===== src/trb_transfer_ring_producer_macros.svh =====
// Assertion helpers for the ring producer RTL, used by the back end.
`ifndef TRB_TRANSFER_RING_PRODUCER_MACROS_SVH
`define TRB_TRANSFER_RING_PRODUCER_MACROS_SVH

// Same-cycle implication, checked out of reset.
`define TRB_ASSERT_IMP(label, clk, rst_n, ante, cons) \
	label: assert property (@(posedge clk) disable iff (!rst_n) (ante) |-> (cons)) \
		else $error("trb assertion failed");

// Next-cycle implication, checked out of reset.
`define TRB_ASSERT_NXT(label, clk, rst_n, ante, cons) \
	label: assert property (@(posedge clk) disable iff (!rst_n) (ante) |=> (cons)) \
		else $error("trb assertion failed");

`endif


===== src/trb_pkg.sv =====
`default_nettype none

package trb_pkg;

	// Request kinds
	localparam logic [1:0] REQ_CONTROL = 2'd0;
	localparam logic [1:0] REQ_NORMAL  = 2'd1;
	localparam logic [1:0] REQ_RESET   = 2'd2;

	// TRB type codes, control bits 15:10
	localparam logic [5:0] TRB_TYPE_NORMAL = 6'd1;
	localparam logic [5:0] TRB_TYPE_SETUP  = 6'd2;
	localparam logic [5:0] TRB_TYPE_DATA   = 6'd3;
	localparam logic [5:0] TRB_TYPE_STATUS = 6'd4;
	localparam logic [5:0] TRB_TYPE_LINK   = 6'd6;

	localparam logic [31:0] BIT_TC  = 32'h0000_0002;
	localparam logic [31:0] BIT_ISP = 32'h0000_0004;
	localparam logic [31:0] BIT_IOC = 32'h0000_0020;
	localparam logic [31:0] BIT_IDT = 32'h0000_0040;
	localparam logic [31:0] BIT_DIR = 32'h0001_0000;

	localparam logic [1:0] TRT_NO_DATA = 2'd0;
	localparam logic [1:0] TRT_OUT     = 2'd2;
	localparam logic [1:0] TRT_IN      = 2'd3;

	localparam logic [31:0] SETUP_LEN = 32'd8;

	// Command queue between front and back
	localparam int QDEPTH = 2;
	localparam int QPTR_W = 1;
	localparam int QCNT_W = 2;

	typedef struct packed {
		logic [1:0]  kind;
		logic        rd;        // device-to-host
		logic        has_data;  // saturated length is nonzero
		logic [15:0] len;       // saturated length
		logic [63:0] setup;
	} trb_cmd_t;

	function automatic logic [31:0] type_bits(input logic [5:0] t);
		type_bits = {16'b0, t, 10'b0};
	endfunction

endpackage

`default_nettype wire


===== src/trb_transfer_ring_producer.sv =====
// Channel   | Direction | Handshake            | Payload
// ----------+-----------+----------------------+-------------------------------------------
// input     | in        | in_valid / in_stall  | req_type, setup_packet, transfer_length
// output    | out       | out_valid/ out_stall | entry_index, trb_parameter, status_dword,
//           |           |                      | trb_control, last_write
// config    | in        | cfg_we               | cfg_index, cfg_data
//
// Each TRB write is one output beat, one per cycle while out_stall is low. A control
// request takes two or three beats, a normal request or ring reset one, plus one beat
// for the link write when the ring wraps; the back-end sequencer sets this figure.
// Reset is asynchronous and clears index to 0 and producer cycle to 1; no clearing pass.
// A two-entry command queue lets the front keep taking input beats while out_stall
// holds the back end; requests of the unused kind are dropped in the front.
`default_nettype none

module trb_transfer_ring_producer #(
	parameter int RING_ENTRIES     = 256,
	parameter int BUFFER_MAX_BYTES = 4096
) (
	input  wire          clk,
	input  wire          arst_n,
	input  wire          cfg_we,
	input  wire  [0:0]   cfg_index,
	input  wire  [31:0]  cfg_data,
	input  wire          in_valid,
	output logic         in_stall,
	input  wire  [1:0]   req_type,
	input  wire  [63:0]  setup_packet,
	input  wire  [15:0]  transfer_length,
	output logic         out_valid,
	input  wire          out_stall,
	output logic [7:0]   entry_index,
	output logic [63:0]  trb_parameter,
	output logic [31:0]  status_dword,
	output logic [31:0]  trb_control,
	output logic         last_write
);
	import trb_pkg::*;

	localparam logic [0:0] REG_RING_BASE = 1'b0;
	localparam logic [0:0] REG_BUF_ADDR  = 1'b1;

	logic [31:0] ring_base_q;
	logic [31:0] buffer_address_q;

	logic        f_push;
	trb_cmd_t    f_cmd;
	logic        q_ready;
	logic        q_valid;
	trb_cmd_t    q_head;
	logic        q_pop;

	// Configuration registers; the user writes them only while the block is quiet (not enforced)
	always_ff @(posedge clk or negedge arst_n) begin
		if (!arst_n) begin
			ring_base_q      <= 32'd0;
			buffer_address_q <= 32'd0;
		end else if (cfg_we) begin
			case (cfg_index)
				REG_RING_BASE: ring_base_q      <= cfg_data;
				REG_BUF_ADDR:  buffer_address_q <= cfg_data;
				default: ;
			endcase
		end
	end

	// Front: accept and classify requests
	trb_front #(
		.BUFFER_MAX_BYTES(BUFFER_MAX_BYTES)
	) u_front (
		.clk             (clk),
		.arst_n          (arst_n),
		.in_valid        (in_valid),
		.in_stall        (in_stall),
		.req_type        (req_type),
		.setup_packet    (setup_packet),
		.transfer_length (transfer_length),
		.q_push          (f_push),
		.q_cmd           (f_cmd),
		.q_ready         (q_ready)
	);

	// Decouple front and back
	trb_queue u_queue (
		.clk      (clk),
		.arst_n   (arst_n),
		.push     (f_push),
		.push_cmd (f_cmd),
		.ready    (q_ready),
		.valid    (q_valid),
		.head_cmd (q_head),
		.pop      (q_pop)
	);

	// Back: walk the TRB sequence, track index and cycle, drive the output beat
	trb_back #(
		.RING_ENTRIES(RING_ENTRIES)
	) u_back (
		.clk            (clk),
		.arst_n         (arst_n),
		.ring_base      (ring_base_q),
		.buffer_address (buffer_address_q),
		.q_valid        (q_valid),
		.q_cmd          (q_head),
		.q_pop          (q_pop),
		.out_valid      (out_valid),
		.out_stall      (out_stall),
		.entry_index    (entry_index),
		.trb_parameter  (trb_parameter),
		.status_dword   (status_dword),
		.trb_control    (trb_control),
		.last_write     (last_write)
	);

endmodule

`default_nettype wire


===== src/trb_front.sv =====
`default_nettype none

module trb_front #(
	parameter int BUFFER_MAX_BYTES = 4096
) (
	input  wire                 clk,
	input  wire                 arst_n,
	input  wire                 in_valid,
	output logic                in_stall,
	input  wire  [1:0]          req_type,
	input  wire  [63:0]         setup_packet,
	input  wire  [15:0]         transfer_length,
	output logic                q_push,
	output trb_pkg::trb_cmd_t   q_cmd,
	input  wire                 q_ready
);
	import trb_pkg::*;

	localparam logic [15:0] MAX_LEN = 16'(BUFFER_MAX_BYTES);

	logic      valid_s1;
	trb_cmd_t  cmd_s1;
	trb_cmd_t  cmd_c;
	logic      keep_c;
	logic      accept;

	// Classify: saturate length, pull direction from bmRequestType bit 7
	always_comb begin
		cmd_c.kind     = req_type;
		cmd_c.setup    = setup_packet;
		cmd_c.len      = (transfer_length > MAX_LEN) ? MAX_LEN : transfer_length;
		cmd_c.has_data = (cmd_c.len != 16'd0);
		cmd_c.rd       = setup_packet[7];
		keep_c         = req_type inside {REQ_CONTROL, REQ_NORMAL, REQ_RESET};
	end

	assign in_stall = valid_s1 && !q_ready;
	assign accept   = in_valid && !in_stall;
	assign q_push   = valid_s1 && q_ready;
	assign q_cmd    = cmd_s1;

	always_ff @(posedge clk or negedge arst_n) begin
		if (!arst_n) begin
			valid_s1 <= 1'b0;
		end else if (accept) begin
			valid_s1 <= keep_c;   // drop unused request kinds
		end else if (q_push) begin
			valid_s1 <= 1'b0;
		end
	end

	always_ff @(posedge clk) begin
		if (accept) begin
			cmd_s1 <= cmd_c;
		end
	end

endmodule

`default_nettype wire


===== src/trb_queue.sv =====
`default_nettype none

module trb_queue (
	input  wire                 clk,
	input  wire                 arst_n,
	input  wire                 push,
	input  trb_pkg::trb_cmd_t   push_cmd,
	output logic                ready,
	output logic                valid,
	output trb_pkg::trb_cmd_t   head_cmd,
	input  wire                 pop
);
	import trb_pkg::*;

	trb_cmd_t            mem_q [QDEPTH];
	logic [QPTR_W-1:0]   wr_ptr_q;
	logic [QPTR_W-1:0]   rd_ptr_q;
	logic [QCNT_W-1:0]   cnt_q;
	logic                do_push;
	logic                do_pop;

	assign ready    = (cnt_q != QCNT_W'(QDEPTH));
	assign valid    = (cnt_q != '0);
	assign head_cmd = mem_q[rd_ptr_q];
	assign do_push  = push && ready;
	assign do_pop   = pop && valid;

	always_ff @(posedge clk or negedge arst_n) begin
		if (!arst_n) begin
			wr_ptr_q <= '0;
			rd_ptr_q <= '0;
			cnt_q    <= '0;
		end else begin
			if (do_push) begin
				wr_ptr_q <= wr_ptr_q + 1'b1;
			end
			if (do_pop) begin
				rd_ptr_q <= rd_ptr_q + 1'b1;
			end
			if (do_push && !do_pop) begin
				cnt_q <= cnt_q + 1'b1;
			end else if (do_pop && !do_push) begin
				cnt_q <= cnt_q - 1'b1;
			end
		end
	end

	always_ff @(posedge clk) begin
		if (do_push) begin
			mem_q[wr_ptr_q] <= push_cmd;
		end
	end

endmodule

`default_nettype wire


===== src/trb_back.sv =====
`default_nettype none
`include "trb_transfer_ring_producer_macros.svh"

module trb_back #(
	parameter int RING_ENTRIES = 256
) (
	input  wire                 clk,
	input  wire                 arst_n,
	input  wire  [31:0]         ring_base,
	input  wire  [31:0]         buffer_address,
	input  wire                 q_valid,
	input  trb_pkg::trb_cmd_t   q_cmd,
	output logic                q_pop,
	output logic                out_valid,
	input  wire                 out_stall,
	output logic [7:0]          entry_index,
	output logic [63:0]         trb_parameter,
	output logic [31:0]         status_dword,
	output logic [31:0]         trb_control,
	output logic                last_write
);
	import trb_pkg::*;

	localparam int IDX_W = $clog2(RING_ENTRIES);
	localparam logic [IDX_W-1:0] LAST_SLOT = IDX_W'(RING_ENTRIES - 1);

	typedef enum logic [6:0] {
		PH_IDLE   = 7'b000_0001,
		PH_SETUP  = 7'b000_0010,
		PH_DATA   = 7'b000_0100,
		PH_STATUS = 7'b000_1000,
		PH_NORMAL = 7'b001_0000,
		PH_RESET  = 7'b010_0000,
		PH_LINK   = 7'b100_0000
	} phase_t;

	phase_t             phase_q;
	phase_t             ret_q;
	trb_cmd_t           cmd_q;
	logic [IDX_W-1:0]   idx_q;
	logic               cyc_q;

	logic               out_valid_q;
	logic [IDX_W-1:0]   slot_q;
	logic [63:0]        param_q;
	logic [31:0]        status_q;
	logic [31:0]        ctrl_q;
	logic               last_q;

	logic               advance;
	logic               emit;
	logic               is_push;
	logic [IDX_W-1:0]   slot_c;
	logic [IDX_W+7:0]   slot_ext;
	logic [63:0]        param_c;
	logic [31:0]        status_c;
	logic [31:0]        ctrl_c;
	logic [1:0]         trt_c;
	phase_t             succ_c;
	phase_t             after_c;
	phase_t             first_c;
	logic               final_c;
	logic [IDX_W-1:0]   idx_inc;
	logic               wrap_c;

	assign advance = !out_valid_q || !out_stall;
	assign idx_inc = idx_q + 1'b1;
	assign wrap_c  = (idx_inc == LAST_SLOT);
	assign trt_c   = !cmd_q.has_data ? TRT_NO_DATA : (cmd_q.rd ? TRT_IN : TRT_OUT);

	always_comb begin
		emit     = 1'b1;
		is_push  = 1'b1;
		slot_c   = idx_q;
		param_c  = 64'd0;
		status_c = 32'd0;
		ctrl_c   = 32'd0;
		succ_c   = PH_IDLE;
		case (phase_q)
			PH_SETUP: begin
				param_c  = cmd_q.setup;
				status_c = SETUP_LEN;
				ctrl_c   = type_bits(TRB_TYPE_SETUP) | BIT_IDT | {14'b0, trt_c, 16'b0};
				succ_c   = cmd_q.has_data ? PH_DATA : PH_STATUS;
			end
			PH_DATA: begin
				param_c  = {32'b0, buffer_address};
				status_c = {16'b0, cmd_q.len};
				ctrl_c   = type_bits(TRB_TYPE_DATA) | (cmd_q.rd ? BIT_DIR : 32'd0);
				succ_c   = PH_STATUS;
			end
			PH_STATUS: begin
				ctrl_c = type_bits(TRB_TYPE_STATUS) | BIT_IOC |
				         ((!cmd_q.rd && cmd_q.has_data) ? BIT_DIR : 32'd0);
			end
			PH_NORMAL: begin
				param_c  = {32'b0, buffer_address};
				status_c = {16'b0, cmd_q.len};
				ctrl_c   = type_bits(TRB_TYPE_NORMAL) | BIT_IOC | BIT_ISP;
			end
			PH_RESET: begin
				is_push = 1'b0;
				slot_c  = LAST_SLOT;
				param_c = {32'b0, ring_base};
				ctrl_c  = type_bits(TRB_TYPE_LINK) | BIT_TC;
			end
			PH_LINK: begin
				is_push = 1'b0;
				slot_c  = LAST_SLOT;
				param_c = {32'b0, ring_base};
				ctrl_c  = type_bits(TRB_TYPE_LINK) | BIT_TC;
				succ_c  = ret_q;
			end
			default: begin
				emit    = 1'b0;
				is_push = 1'b0;
			end
		endcase
		// Pushes and the wrap link both carry the live producer cycle
		if (is_push || phase_q == PH_LINK) begin
			ctrl_c[0] = cyc_q;
		end
	end

	always_comb begin
		case (q_cmd.kind)
			REQ_CONTROL: first_c = PH_SETUP;
			REQ_NORMAL:  first_c = PH_NORMAL;
			default:     first_c = PH_RESET;
		endcase
	end

	assign after_c  = (is_push && wrap_c) ? PH_LINK : succ_c;
	assign final_c  = (after_c == PH_IDLE);
	assign q_pop    = q_valid && (!emit || (advance && final_c));
	assign slot_ext = {8'b0, slot_q};

	always_ff @(posedge clk or negedge arst_n) begin
		if (!arst_n) begin
			phase_q     <= PH_IDLE;
			ret_q       <= PH_IDLE;
			idx_q       <= '0;
			cyc_q       <= 1'b1;
			out_valid_q <= 1'b0;
		end else begin
			if (!emit) begin
				phase_q <= q_valid ? first_c : PH_IDLE;
			end else if (advance) begin
				if (final_c) begin
					phase_q <= q_valid ? first_c : PH_IDLE;
				end else begin
					phase_q <= after_c;
				end
				if (is_push && wrap_c) begin
					ret_q <= succ_c;
				end
				if (is_push) begin
					idx_q <= wrap_c ? '0 : idx_inc;
				end else if (phase_q == PH_LINK) begin
					cyc_q <= ~cyc_q;
				end else begin
					idx_q <= '0;
					cyc_q <= 1'b1;
				end
			end
			if (advance) begin
				out_valid_q <= emit;
			end
		end
	end

	always_ff @(posedge clk) begin
		if (q_pop) begin
			cmd_q <= q_cmd;
		end
		if (advance && emit) begin
			slot_q   <= slot_c;
			param_q  <= param_c;
			status_q <= status_c;
			ctrl_q   <= ctrl_c;
			last_q   <= final_c;
		end
	end

	assign out_valid     = out_valid_q;
	assign entry_index   = slot_ext[7:0];
	assign trb_parameter = param_q;
	assign status_dword  = status_q;
	assign trb_control   = ctrl_q;
	assign last_write    = last_q;

	`TRB_ASSERT_IMP(a_link_slot, clk, arst_n,
		out_valid_q && (ctrl_q[15:10] == TRB_TYPE_LINK), slot_q == LAST_SLOT)
	`TRB_ASSERT_NXT(a_wrap_resets_idx, clk, arst_n,
		advance && (phase_q == PH_LINK), (idx_q == '0) && (cyc_q != $past(cyc_q)))
	`TRB_ASSERT_IMP(a_idx_below_link, clk, arst_n,
		phase_q != PH_LINK, idx_q != LAST_SLOT)
	`TRB_ASSERT_IMP(a_pop_needs_data, clk, arst_n, q_pop, q_valid)

endmodule

`default_nettype wire


===== config.mk =====
export PLATFORM = sky130hd
export DESIGN_NAME = trb_transfer_ring_producer
export DESIGN_NICKNAME = d
export VERILOG_FILES = /design/src/trb_pkg.sv /design/src/trb_transfer_ring_producer.sv /design/src/trb_front.sv /design/src/trb_queue.sv /design/src/trb_back.sv
export VERILOG_INCLUDE_DIRS = /design/src /design/src/src
export SDC_FILE = /design/constraint.sdc
export NUM_CORES = 1
export LEC_CHECK = 0
export BUFFER_PORTS_ARGS = -buffer_cell sky130_fd_sc_hd__buf_2
export CAP_MARGIN = 20
export CORE_UTILIZATION = 25
export DETAILED_ROUTE_END_ITERATION = 8
export GPL_TIMING_DRIVEN = 0
export PLACE_DENSITY = 0.48
export SLEW_MARGIN = 10
export SYNTH_ARGS = -nofsm -noshare
export SYNTH_HDL_FRONTEND = slang
export SYNTH_SLANG_ARGS = --single-unit

===== constraint.sdc =====
create_clock -name clk -period 8.28 [get_ports clk]
set_input_delay 0 -clock clk [delete_from_list [all_inputs] [get_ports clk]]
set_output_delay 0 -clock clk [all_outputs]
set_load 0.01 [all_outputs]

==> impl_metrics.tcl, run 1 <==
set metrics [dict create \
    p_sw_share_pct 29.5 \
    routed_wl_um 46400 \
    rows 101 \
    outcome "complete, no violations" \
    reg2reg_from "u_back.phase_q[1]$_DFFE_PN0P_" \
    cp_cell_sequence "nor4_1 > nand3_1 > clkinv_1 > o21ai_1 > nand3_4 > inv_6 > buf_16" \
    ctsResizeCount 0 \
    async_flop_share_pct 17.8 \
    htreeDepth 2 \
    clk-insertion-delay-late_ns 0.60 \
    worstPathMaxFanout 48 \
    crit_slowest_cell "o21ai_1" \
    relSlewSlack_pct 30.1 \
    holdWs_ns 0.111 \
    io_pins 259 \
    yosysTopAreaCellShare_pct 66.7 \
    num-fill-cells 7364 \
    end_kind "register" \
    drive_gt1_share_pct 35.0 \
    clkPwrFrac_pct 29.1 \
    rsz0062_at_grt "no" \
    criticalPathCategory "reg2reg" \
    switchingPower_uw 2670 \
    coreArea_mm2 0.0762 \
    p_int_uw 6380 \
    ys_types 62 \
    synthSimpleGateAreaFrac_pct 5.30 \
    drv_cap 0 \
    synthXorXnorAreaFrac_pct 0.408 \
    grt_pass1_vias 11041 \
    crit_path_start_kind "register" \
    synthTopCellsByArea "edfxtp_1 (67%), dfrtp_1 (12%), mux2_2 (8.6%), and2_1 (1.8%), a222oi_1 (1.6%)" \
    layout_setup_ws_ns 5.15 \
    r2r_slack_ns 5.15 \
    drt-wirelength-per-cell_um 17.9 \
    muxShareOfSynthArea_pct 8.74 \
    syn_to_final_growth_pct 31.8 \
    utilization_pct 33.4 \
    synth_area_per_cell_um2 18.2 \
    gr-total-overflow 0 \
    synth_edf_count 429 \
    cts_buffers 56 \
    fin_crit_ns 3.13 \
    clock-skew-final_ns 0.0262 \
    cts.clk_slew.worst_paths_ns 0.07 \
    synth_most_common_cell "edfxtp_1" \
    cts.path.max_buffers 3 \
    synth_compound_area_share_pct 3.31 \
    vdd_ir_drop_max_v 0.000171 \
    cp.arrival_ns 3.41 \
    dp_worst_setup_slack_ns 5.07 \
    netlist_area_mm2 0.0193 \
    initial_core_util_pct 25.3 \
    p_leak_uw 0.00984 \
    num_vias 10541 \
    p_seq_share_pct 46.7 \
    cts_tree "yes" \
    hold_viol 0 \
    placed_cell_area_mm2 0.0222 \
    hp-class "in2reg" \
    root_buffer "clkbuf_16" \
    fin_crit_sh_pct 37.8 \
    yosys_warnings 0 \
    synthFlopType "edfxtp_1" \
    cp-startpoint "u_back.phase_q[1]$_DFFE_PN0P_" \
    grt_max_degree 49 \
    nets 1641 \
    drcViolationCount 0 \
    p_comb_share_pct 24.3 \
    critPathRequiredTime_ns 8.55 \
    synth_common_cells "edfxtp_1 (429), mux2_2 (148), dfrtp_1 (90), and2_1 (54), buf_4 (41)" \
    synth_top_family_by_area "multiplexers" \
    numClockSinks 522 \
    die_y_um 280 \
    drtIter0Drc 622 \
    critPathMaxStageDelay_ns 0.61 \
    power_uw 9060 \
    dieWidth_um 280 \
    antenna_found_initial 5 \
    fmax_mhz 319 \
    grt_pass1_wl_um 68300 \
    die_area_mm2 0.0783 \
    synth_area_leader_cell "edfxtp_1" \
    worstHoldStart "setup_packet[56]" \
    p_per_area_mw_per_mm2 356 \
    setup_viol 0 \
    grt_usage_pct 11.7 \
    antenna_left 0 \
    ys_ff_latch 522 \
    hold_buffers 126 \
    synth_fa_ha_area_share_pct 0.194 \
    syn_inst 1058 \
    post-route-cell-area_mm2 0.0254 \
    portBuffers 220 \
    via_per_inst 4.06 \
    routabilityCongestion 0.740 \
    seq_area_frac_synth_pct 78.8 \
    drv_slew 0 \
    drt_first_pass_iters 6 \
    place_hpwl_um 30300 \
    postCtsSetupRepairBufs 0 \
    worst-slew-pin-transition_ns 1.05 \
]
sequential cells by signal (all words and copies together) (netlist names):
register	flops
u_front.q_cmd	83
u_queue.rd_ptr_q	1
u_back.out_valid	1
u_back.trb_control	10
u_queue.cnt_q	2
u_back.idx_q	8
u_back.trb_parameter	64
u_back.cmd_q	81
u_back.cyc_q	1
u_front.valid_s1	1
u_back.phase_q	7
u_back.last_write	1
u_back.status_dword	16
u_queue.wr_ptr_q	1
u_queue.mem_q	166
buffer_address_q	32
u_back.ret_q	7
ring_base_q	32
u_back.entry_index	8
power groups by stage:
| stage | clock network [uW] | logic [uW] | registers, uW |
|---|---|---|---|
| 3_5_place_dp | 0 | 2220 | 4290 |
| 5_1_grt | 2820 | 2420 | 4310 |
| 3_3_place_gp | 0 | 1970 | 4430 |
| 6_report | 2630 | 2200 | 4230 |
| 2_1_floorplan | 0 | 1070 | 4420 |
| 4_1_cts | 2730 | 2290 | 4240 |
final cells by class:
type	instances	area [um2]	area share, %
clock buffer	64	1460	5.74
sequential	522	15200	59.8
inverter	40	155	0.610
antenna	1	2.50	0.00983
timing repair buffer	362	2730	10.7
tap	1030	1290	5.06
buffer	81	472	1.85
multi-input combinational	455	3650	14.3
clock inverter	39	482	1.89
placed cells by master, fill, tap and decap left out, types with 11 or more instances in the layout:
| cell | Yosys | routed |
|---|---|---|
| nor2b_1 | 15 | 14 |
| a21oi_1 | 11 | 11 |
| o21ai_0 | 11 | 11 |
| a222oi_1 | 31 | 31 |
| dlygate4sd3_1 | 0 | 125 |
| mux2_2 | 148 | 148 |
| buf_4 | 41 | 42 |
| buf_2 | 11 | 230 |
| conb_1 | 1 | 41 |
| clkbuf_1 | 22 | 27 |
| nor2_1 | 16 | 14 |
| clkinv_2 | 0 | 11 |
| dfrtp_1 | 90 | 90 |
| edfxtp_1 | 429 | 429 |
| clkbuf_16 | 0 | 56 |
| inv_1 | 39 | 38 |
| nand3_1 | 11 | 11 |
| nand2_1 | 28 | 28 |
| and2_1 | 54 | 54 |
path summary, 6_finish.rpt:
check	depth (start not counted)	endpoint
hold / removal	2	u_front.q_cmd[56]$_DFFE_PP_
max in group asynchronous	4	buffer_address_q[31]$_DFFE_PN0P_
min in group asynchronous	3	u_back.idx_q[1]$_DFFE_PN0P_
hold reg to reg	0	u_queue.mem_q[1][81]$_DFFE_PP_
setup reg to reg	7	u_back.cmd_q[47]$_DFFE_PP_
setup / recovery	7	u_back.cmd_q[47]$_DFFE_PP_
metal layers:
layer / wire (um) / track usage (%)
met1: 20100 / 14.6
met2: 23000 / 20.0
met3: 1950 / 2.35
met4: 1390 / 4.19
met5: 54 / 0
logic make-up (layout without fill, tap and decap cells):
group / after synthesis / after routing
buf+inv: 121 / 586
flops: 522 / 522
xor+xnor: 9 / 9
compound gates: 79 / 79
fa+ha+maj: 3 / 3
other cells: 1 / 42
mux: 150 / 150
simple gates: 173 / 173
critical path: cells and delay by family (launching register included):
kind	cells	cell delay [ns]
flip-flops	1	0.50
buffers and inverters	3	1.13
AND/OR/NAND/NOR	3	0.48
AO/OA/AOI/OAI	1	0.61
stage by stage:
step,std cells,setup TNS [ns]
finish,2594,0
global route,2593,0
CTS,2593,0
detailed placement,2364,0
global placement,2348,-134.29
floorplan,1098,0
(Power assumes the default switching activity.)
==> inputs of run 2 (changes only) <==
ABC_AREA = 1   (was unset)
clock period = 2.95 ns   (was 8.28 ns; I/O delays follow)
==> impl_metrics.tcl, run 2 <==
set metrics [dict create \
    regMostFlops "u_queue.mem_q" \
    synthFlopType "edfxtp_1" \
    synth_most_common_cell "nand2_1" \
    fin_crit_sh_pct 89.5 \
    switchingPower_uw 8010 \
    coreArea_mm2 0.0765 \
    nets 2057 \
    layout_setup_ws_ns 0.310 \
    synth_area_leader_cell "edfxtp_1" \
    synth_common_cells "nand2_1 (455), edfxtp_1 (429), inv_1 (134), dfrtp_1 (90), nor2_1 (82)" \
    clock-skew-final_ns 0.0220 \
    ys_ff_latch 522 \
    yosysTopAreaCellShare_pct 66.2 \
    worstHoldStart "cfg_we" \
    min_path_cells 4 \
    dp_cells 2781 \
    dieWidth_um 281 \
    drive_gt1_share_pct 21.4 \
    clkPwrFrac_pct 29.0 \
    drt_first_pass_iters 4 \
    hp-class "in2reg" \
    rows 101 \
    synth_area_per_cell_um2 13.2 \
    largest_reg_flops 166 \
    relSlewSlack_pct 43.5 \
    outcome "complete, no violations" \
    rsz0062_at_grt "no" \
    final_cell_count_no_fill 3015 \
    drt-wirelength-per-cell_um 16.2 \
    antenna_found_initial 13 \
    cp_cell_sequence "inv_2 > nand2_2 > nor2_4 > nand2_8 > inv_6 > nor2_8 > nand2_4 > nand3_4 > nand2_4 > nor2_8 > nand2_4 > inv_6 > buf_16" \
    crit_path_start_kind "register" \
    drtIter0Drc 650 \
    cts_buffers 58 \
    setup_viol 0 \
    yosys_warnings 0 \
    seq_area_frac_synth_pct 78.2 \
    cts_tree "yes" \
    routed_wl_um 48800 \
    end_kind "register" \
    netlist_area_mm2 0.0195 \
    cp_top_family "simple AND/OR/NAND/NOR gates" \
    cts.clk_slew.worst_paths_ns 0.06 \
    dp_worst_setup_slack_ns 0.138 \
    htreeDepth 2 \
    p_leak_uw 0.0107 \
    grt_pass1_wl_um 72300 \
    grt_usage_pct 12.3 \
    routabilityCongestion 0.771 \
    die_area_mm2 0.0789 \
    criticalPathCategory "reg2reg" \
    gr-total-overflow 0 \
    synth_edf_count 429 \
    drv_slew 0 \
    die_y_um 281 \
    cpMostUsedCell "nand2_4" \
    layout_commonest_cell "nand2_1" \
    fmax_mhz 379 \
    hold_viol 0 \
    worst-slew-pin-transition_ns 0.846 \
    critPathRequiredTime_ns 3.22 \
    critPathMaxStageDelay_ns 0.55 \
    p_sw_share_pct 31.5 \
    cts.path.max_buffers 3 \
    p_seq_share_pct 46.9 \
    hold_end "buffer_address_q[1]$_DFFE_PN0P_" \
    worstPathMaxFanout 48 \
    clk-insertion-delay-late_ns 0.61 \
    num_vias 11850 \
    async_flop_share_pct 17.8 \
    fin_crit_ns 2.64 \
    drv_cap 0 \
    initial_core_util_pct 25.4 \
    reg2reg_from "u_back.phase_q[0]$_DFFE_PN1P_" \
    p_per_area_mw_per_mm2 994 \
    syn_to_final_growth_pct 31.4 \
    p_int_uw 17400 \
    synthTopCellsByArea "edfxtp_1 (66%), dfrtp_1 (12%), nand2_1 (8.8%), inv_1 (2.6%), o21ai_0 (1.8%)" \
    p_comb_share_pct 24.1 \
    crit_buf_inv 4 \
    antenna_left 0 \
    r2r_slack_ns 0.31 \
    io_pins 259 \
    power_uw 25400 \
    place_hpwl_um 32900 \
    vdd_ir_drop_max_v 0.000657 \
    grt_pass1_vias 12127 \
    grt_max_degree 63 \
    r2r_cells 13 \
    crit_slowest_cell "dfstp_2" \
    final_cell_mix "nand2_1 (453), edfxtp_1 (429), buf_2 (225), inv_1 (131), dlygate4sd3_1 (121)" \
    utilization_pct 33.4 \
    r2r-end "u_back.cmd_q[43]$_DFFE_PP_" \
    drcViolationCount 0 \
    numClockSinks 522 \
    via_per_inst 3.93 \
    ys_types 37 \
    root_buffer "clkbuf_16" \
    syn_inst 1477 \
    cp.arrival_ns 2.91 \
    portBuffers 220 \
]
## run 2: cell types whose count changed after synthesis, sizes merged, moves of 24 or more
cell,change
and2,-54
inv,+107
nand2,+434
a222oi,-31
mux2,-148
o21ai,+62
nor2,+83
a22oi,+24
## run 2: cell type report
class	count	area (um2)
clock inverter	37	403
fill	7494	50900
timing repair inverter	1	5.00
antenna	2	5.00
tap	1030	1290
sequential	522	15200
buffer	83	462
timing repair buffer	356	2640
inverter	146	567
clock buffer	72	1570
multi-input combinational	766	3410
## run 2: cells by family (layout without fill, tap and decap cells)
logic type      after synthesis  count (layout)  synth area share (%)
xor+xnor                      2               2                0.0900
other cells                   1              43                0.0193
compound gates              118             118                  3.41
flops                       522             522                  78.2
mux                           1               1                0.0514
buf+inv                     229             695                  5.20
fa+ha+maj                     3               3                 0.193
simple gates                601             601                  12.8
## run 2: worst reg2reg max path: stages, from the launching register on
cell     delay (ns)
dfstp_2        0.55
inv_2          0.04
nand2_2        0.07
nor2_4         0.06
nand2_8        0.15
inv_6          0.08
nor2_8         0.18
nand2_4        0.07
nand3_4        0.14
nand2_4        0.09
nor2_8         0.14
nand2_4        0.09
inv_6          0.28
buf_16         0.33
## run 2: what timing repair did
item | 4_1_cts | 5_1_grt
endpoints found under the setup margin | 0 | 17
hold buffers | 122 | 0
endpoints found under the hold margin | 269 | 0
buffers inserted | 0 | 0
gates resized for setup | 0 | 0
## run 2: per-layer routing
layer | part of all wire [%] | track usage [%]
met1 | 43 | 15.3
met2 | 49 | 20.8
met3 | 5.0 | 2.87
met4 | 2.8 | 4.29
met5 | 0.17 | 0
## run 2: power by group through the flow
| stage | registers, uW | clock network, uW | logic, uW |
|---|---|---|---|
| after floorplan | 12300 | 0 | 3000 |
| after global placement | 12100 | 0 | 5460 |
| after detailed placement | 12100 | 0 | 6170 |
| after CTS | 11900 | 7640 | 6310 |
| after global routing | 12100 | 7920 | 6900 |
| final | 11900 | 7370 | 6130 |
## run 2: through the flow
stage / instance area [um2] / hold slack, ns / TNS, ns
floorplan: 19600 / -0.296 / -68.23
global placement: 22000 / 0.176 / -673.71
finish: 25600 / 0.0635 / 0
detailed placement: 22400 / -0.000142 / 0
global route: 25600 / 0.0606 / 0
CTS: 25600 / 0.0226 / 0
## run 2: worst max-delay path by stage
stage / start / endpoint / slack [ns] / cells past startpoint
after global placement: u_queue.cnt_q[0]$_DFFE_PN0P_ / u_queue.mem_q[1][54]$_DFFE_PP_ / -2.22 / 4
after global routing: u_back.phase_q[3]$_DFFE_PN0P_ / u_back.trb_parameter[41]$_DFFE_PP_ / 0.11 / 9
after floorplan: u_queue.cnt_q[0]$_DFFE_PN0P_ / u_queue.mem_q[1][0]$_DFFE_PP_ / -0.39 / 4
after CTS: u_back.phase_q[0]$_DFFE_PN1P_ / u_back.trb_parameter[34]$_DFFE_PP_ / 0.11 / 11
after detailed placement: u_back.phase_q[0]$_DFFE_PN1P_ / u_back.trb_parameter[54]$_DFFE_PP_ / 0.14 / 11
final: u_back.phase_q[0]$_DFFE_PN1P_ / u_back.cmd_q[43]$_DFFE_PP_ / 0.31 / 13
